--- config.mk ---
export PLATFORM = sky130hd
export DESIGN_NAME = sacl_ctrl
export DESIGN_NICKNAME = d
export VERILOG_FILES = /design/src/rtl/core/sacl_pkg.sv /design/src/rtl/core/sacl_ctrl.sv
export SDC_FILE = /design/constraint.sdc
export NUM_CORES = 1
export LEC_CHECK = 0
export ABC_CLOCK_PERIOD_IN_PS = 900
export BUFFER_PORTS_ARGS = -buffer_cell sky130_fd_sc_hd__buf_2
export CAP_MARGIN = 20
export CELL_PAD_IN_SITES_DETAIL_PLACEMENT = 0
export CELL_PAD_IN_SITES_GLOBAL_PLACEMENT = 1
export CORE_AREA = 5 5 42 44
export CTS_CLUSTER_SIZE = 24
export DETAILED_ROUTE_END_ITERATION = 10
export DIE_AREA = 0 0 47 49
export PLACE_DENSITY_LB_ADDON = 0.08
export SETUP_SLACK_MARGIN = 0.1
export SKIP_CTS_REPAIR_TIMING = 1
export SLEW_MARGIN = 20
export SYNTH_ARGS = -nofsm -noshare
export SYNTH_HDL_FRONTEND = slang
export SYNTH_SLANG_ARGS = --single-unit
--- constraint.sdc ---
create_clock -name clk -period 0.9 [get_ports clk]
set_input_delay 0.09 -clock clk [delete_from_list [all_inputs] [get_ports clk]]
set_output_delay 0.09 -clock clk [all_outputs]
set_load 0.1 [all_outputs]
--- src/rtl/core/sacl_pkg.sv ---
// ----------------------------------------------------------------------------
// sacl_pkg
// Shared types and constants of the set-associative LRU cache model: item
// layouts, command codes, register indexes and controller/datapath links.
// ----------------------------------------------------------------------------
package sacl_pkg;

	localparam int ADDR_W     = 64;
	localparam int SIZE_W     = 8;
	localparam int CNT_W      = 32;
	localparam int IN_W       = 80;
	localparam int OUT_W      = 104;
	localparam int CFG_IDX_W  = 2;
	localparam int CFG_DATA_W = 5;

	localparam logic [1:0] CMD_MODIFY = 2'd2;
	localparam logic [1:0] CMD_FETCH  = 2'd3;

	localparam logic [CFG_IDX_W-1:0] REG_SET_BITS   = 2'd0;
	localparam logic [CFG_IDX_W-1:0] REG_WAYS       = 2'd1;
	localparam logic [CFG_IDX_W-1:0] REG_BLOCK_BITS = 2'd2;

	typedef struct packed {
		logic [5:0]        pad;
		logic [SIZE_W-1:0] access_size;
		logic [ADDR_W-1:0] address;
		logic [1:0]        cmd;
	} sacl_in_t;

	typedef struct packed {
		logic [3:0]       pad;
		logic [CNT_W-1:0] eviction_total;
		logic [CNT_W-1:0] miss_total;
		logic [CNT_W-1:0] hit_total;
		logic             modify_hit;
		logic             eviction;
		logic             miss;
		logic             hit;
	} sacl_out_t;

	typedef struct packed {
		logic clear;
		logic capture;
		logic update;
	} sacl_cmd_t;

	typedef struct packed {
		logic clear_done;
		logic fetch;
	} sacl_stat_t;

endpackage

--- src/rtl/core/sacl_ctrl.sv ---
// ----------------------------------------------------------------------------
// sacl_ctrl
// Controller: clears the tag store after reset, takes one access, then runs
// the compare and update step (not on fetch) once the output register is free.
// ----------------------------------------------------------------------------
module sacl_ctrl
	import sacl_pkg::*;
(
	input  logic       clk,
	input  logic       arst_n,
	input  logic       s_tvalid,
	output logic       s_tready,
	output logic       m_tvalid,
	input  logic       m_tready,
	output sacl_cmd_t  cmd,
	input  sacl_stat_t stat
);

	typedef enum logic [1:0] {
		ST_CLEAR,
		ST_IDLE,
		ST_UPDATE
	} state_t;

	state_t state_q;
	logic   m_valid_q;
	logic   accept;
	logic   upd;

	assign s_tready = (state_q == ST_IDLE);
	assign accept   = s_tvalid && s_tready;
	assign upd      = (state_q == ST_UPDATE) && (!m_valid_q || m_tready);
	assign m_tvalid = m_valid_q;

	assign cmd.clear   = (state_q == ST_CLEAR);
	assign cmd.capture = accept;
	assign cmd.update  = upd;

	always_ff @(posedge clk or negedge arst_n) begin
		if (!arst_n) begin
			state_q   <= ST_CLEAR;
			m_valid_q <= 1'b0;
		end else begin
			if (upd) begin
				m_valid_q <= 1'b1;
			end else if (m_tready) begin
				m_valid_q <= 1'b0;
			end
			unique case (state_q)
				ST_CLEAR: begin
					if (stat.clear_done) state_q <= ST_IDLE;
				end
				ST_IDLE: begin
					if (accept && !stat.fetch) state_q <= ST_UPDATE;
				end
				ST_UPDATE: begin
					if (upd) state_q <= ST_IDLE;
				end
				default: state_q <= ST_CLEAR;
			endcase
		end
	end

endmodule

==> run_results.csv <==
group,metric,value,unit
logic_synthesis,ys_ff_latch,3,
run_status,status,"finished, violations left",
sta,timing.final.setup_violations,7,
placed_design,dpl_cell_area,355,um2
logic_synthesis,ys_top_cells_by_count,"dfrtp_1, inv_1, buf_4",
routing,first_pass_iters,2,
floorplan,die-height,49,um
sta,worstMarginPinSlew,0.221,ns
floorplan,io_pins,11,
global_route,antenna_found_initial,0,
floorplan,initial_core_util,12.6,%
routing,drtIter0Drc,3,
routing,dr_total_vias,182,
global_route,grt_pass1_wl,772,um
floorplan,die_w,47,um
routing,routed_wl,493,um
sta,setup_slack,-0.333,ns
logic_synthesis,yosys.area.top_type_share,42.6,%
sta,hold_violations,0,
routing,detail-route-antenna-nets,0,
logic_synthesis,synth-async-reset-ratio,100,%
run_status,violations,"setup timing",
logic_synthesis,syn_nets,25,
logic_synthesis,synth_flop_cell,"dfrtp_1",
placed_design,gp_congestion,0.677,
routing,drc_errors,0,
logic_synthesis,synthCells,19,
min_path,hold_class,"input pin to flop",
logic_synthesis,yosysWarningCount,0,
critical_path,cp-end-kind,"primary output",
logic_synthesis,synth_area_leaders,"dfrtp_1, buf_4, inv_1, a22o_1, and3b_1",
layout,finalNonFillerCells,52,
cts,h-tree-depth,1,
cts,clockBufferDepth,2,
global_route,grt_max_degree,5,
critical_path,critPathLaunchType,"flop",
sta,slew_headroom,85.2,%
global_route,track_usage,5.21,%
logic_synthesis,ys_seq_area_share,42.6,%
floorplan,core,1400,um2
routing,wl_per_cell,9.48,um
placed_design,pre_cts_ws,-0.111,ns
layout,postLayoutCellArea,415,um2
logic_synthesis,synth_area_leader_cell,"dfrtp_1",
critical_path,worstPathMaxFanout,4,
floorplan,fp-row-count,14,
logic_synthesis,synth_cell_types,14,
placed_design,dp_cells,47,
job,maxCapViolCount,0,
logic_synthesis,synth_edf_count,0,
layout,diodes,0,
cts,cts-buffers-inserted,3,
logic_synthesis,synthesis.area,176,um2
cts,cts_tree,"done",
critical_path,worst_ep_arrival_time,1.14,ns
cts,clock_sinks,3,
global_route,grt_pass1_vias,200,
layout,layout.nets,43,
cts,clk_latency,0.23,ns
cts,clk_pin_slew,0.04,ns
layout,area_growth,135,%
sta,slew_viol_final,0,
logic_synthesis,avgSynthCellArea,9.29,um2
sta,timing.hold.ws,0.0645,ns
sta,clock.fmax,0.811,GHz
critical_path,crit_type,"flop to primary output",
cts,clockRootBuffer,"clkbuf_4",
placed_design,io_buffers,10,
critical_path,worstPathRequired,0.81,ns
routing,vias_per_cell,3.50,
layout,drive_gt1_share,69.4,%
sta,rsz0062_at_grt,"yes",
sta,period_share,137,%
floorplan,die_area,2300,um2
sta,skew,0.00313,ns
global_route,grt_overflow,0,
layout,fillers,162,
sta,min_period,1.23,ns
## registers in the layout (all words and copies together), names as in the netlist
name and flops:
m_tvalid 1, state_q 2
## kinds of logic after synthesis
kind of cell           share of synthesized area [%]
and+or+nand+nor                                 22.7
AOI/OAI and AO/OA                               19.9
buffers and inverters                           14.9
DFF                                             42.6
## layout make-up
type,count,area (um2),area share (%)
timing repair buffer,15,169,40.7
clock buffer,4,26.3,6.33
inverter,3,11.3,2.71
tap,16,20.0,4.82
multi-input combinational,11,109,26.2
sequential,3,80.1,19.3
## worst max-delay path: stages, from the launching register on
cell,delay (ns)
dfrtp_2,0.44
nor2b_4,0.15
and2_4,0.16
buf_12,0.16
## cell usage in the layout, fill, tap and decap left out
cell / n
a21oi_4: 1
a22o_1: 1
and2_4: 1
and3b_1: 1
buf_12: 5
buf_2: 5
buf_4: 3
buf_6: 1
clkbuf_1: 1
clkbuf_4: 3
dfrtp_1: 1
dfrtp_2: 1
dfrtp_4: 1
dlygate4sd3_1: 1
inv_1: 2
inv_2: 1
nand2b_4: 1
nor2_4: 1
nor2b_1: 1
nor2b_4: 1
o21ai_1: 1
o21bai_1: 1
o32ai_1: 1
## layer usage
| metal | track usage, % | wire (um) | vias to the layer above |
|---|---|---|---|
| met2 | 7.01 | 259 | 4 |
| li1 | - | - | 95 |
| met4 | 6.91 | 0 | 0 |
| met3 | 2.58 | 38 | 0 |
| met5 | 0 | 0 | - |
| met1 | 4.63 | 195 | 83 |
## through the flow
| stage | TNS, ns | utilization, % |
|---|---|---|
| after detailed placement | -0.457 | 25.4 |
| after CTS | -1.71 | 27.2 |
| final | -1.59 | 29.6 |
| after floorplan | -1.81 | - |
| after global placement | -0.463 | 25.4 |
| after global routing | -1.88 | 29.6 |
## worst paths after layout
check / from / to / slack [ns] / depth (start not counted)
max in group asynchronous: arst_n / m_tvalid$_DFFE_PN0P_ / 0.59 / 2
worst max-delay path: state_q[1]$_DFFE_PN0P_ / cmd[1] / -0.33 / 3
worst min register to register: state_q[1]$_DFFE_PN0P_ / m_tvalid$_DFFE_PN0P_ / 0.61 / 2
worst max register to register: m_tvalid$_DFFE_PN0P_ / state_q[1]$_DFFE_PN0P_ / -0.09 / 2
worst min-delay path: m_tready / m_tvalid$_DFFE_PN0P_ / 0.06 / 2
min in group asynchronous: arst_n / state_q[0]$_DFFE_PN0P_ / 0.18 / 2
Power is not shown: default switching activity piles up to over one toggle a cycle in this logic, so the estimate is an artifact.
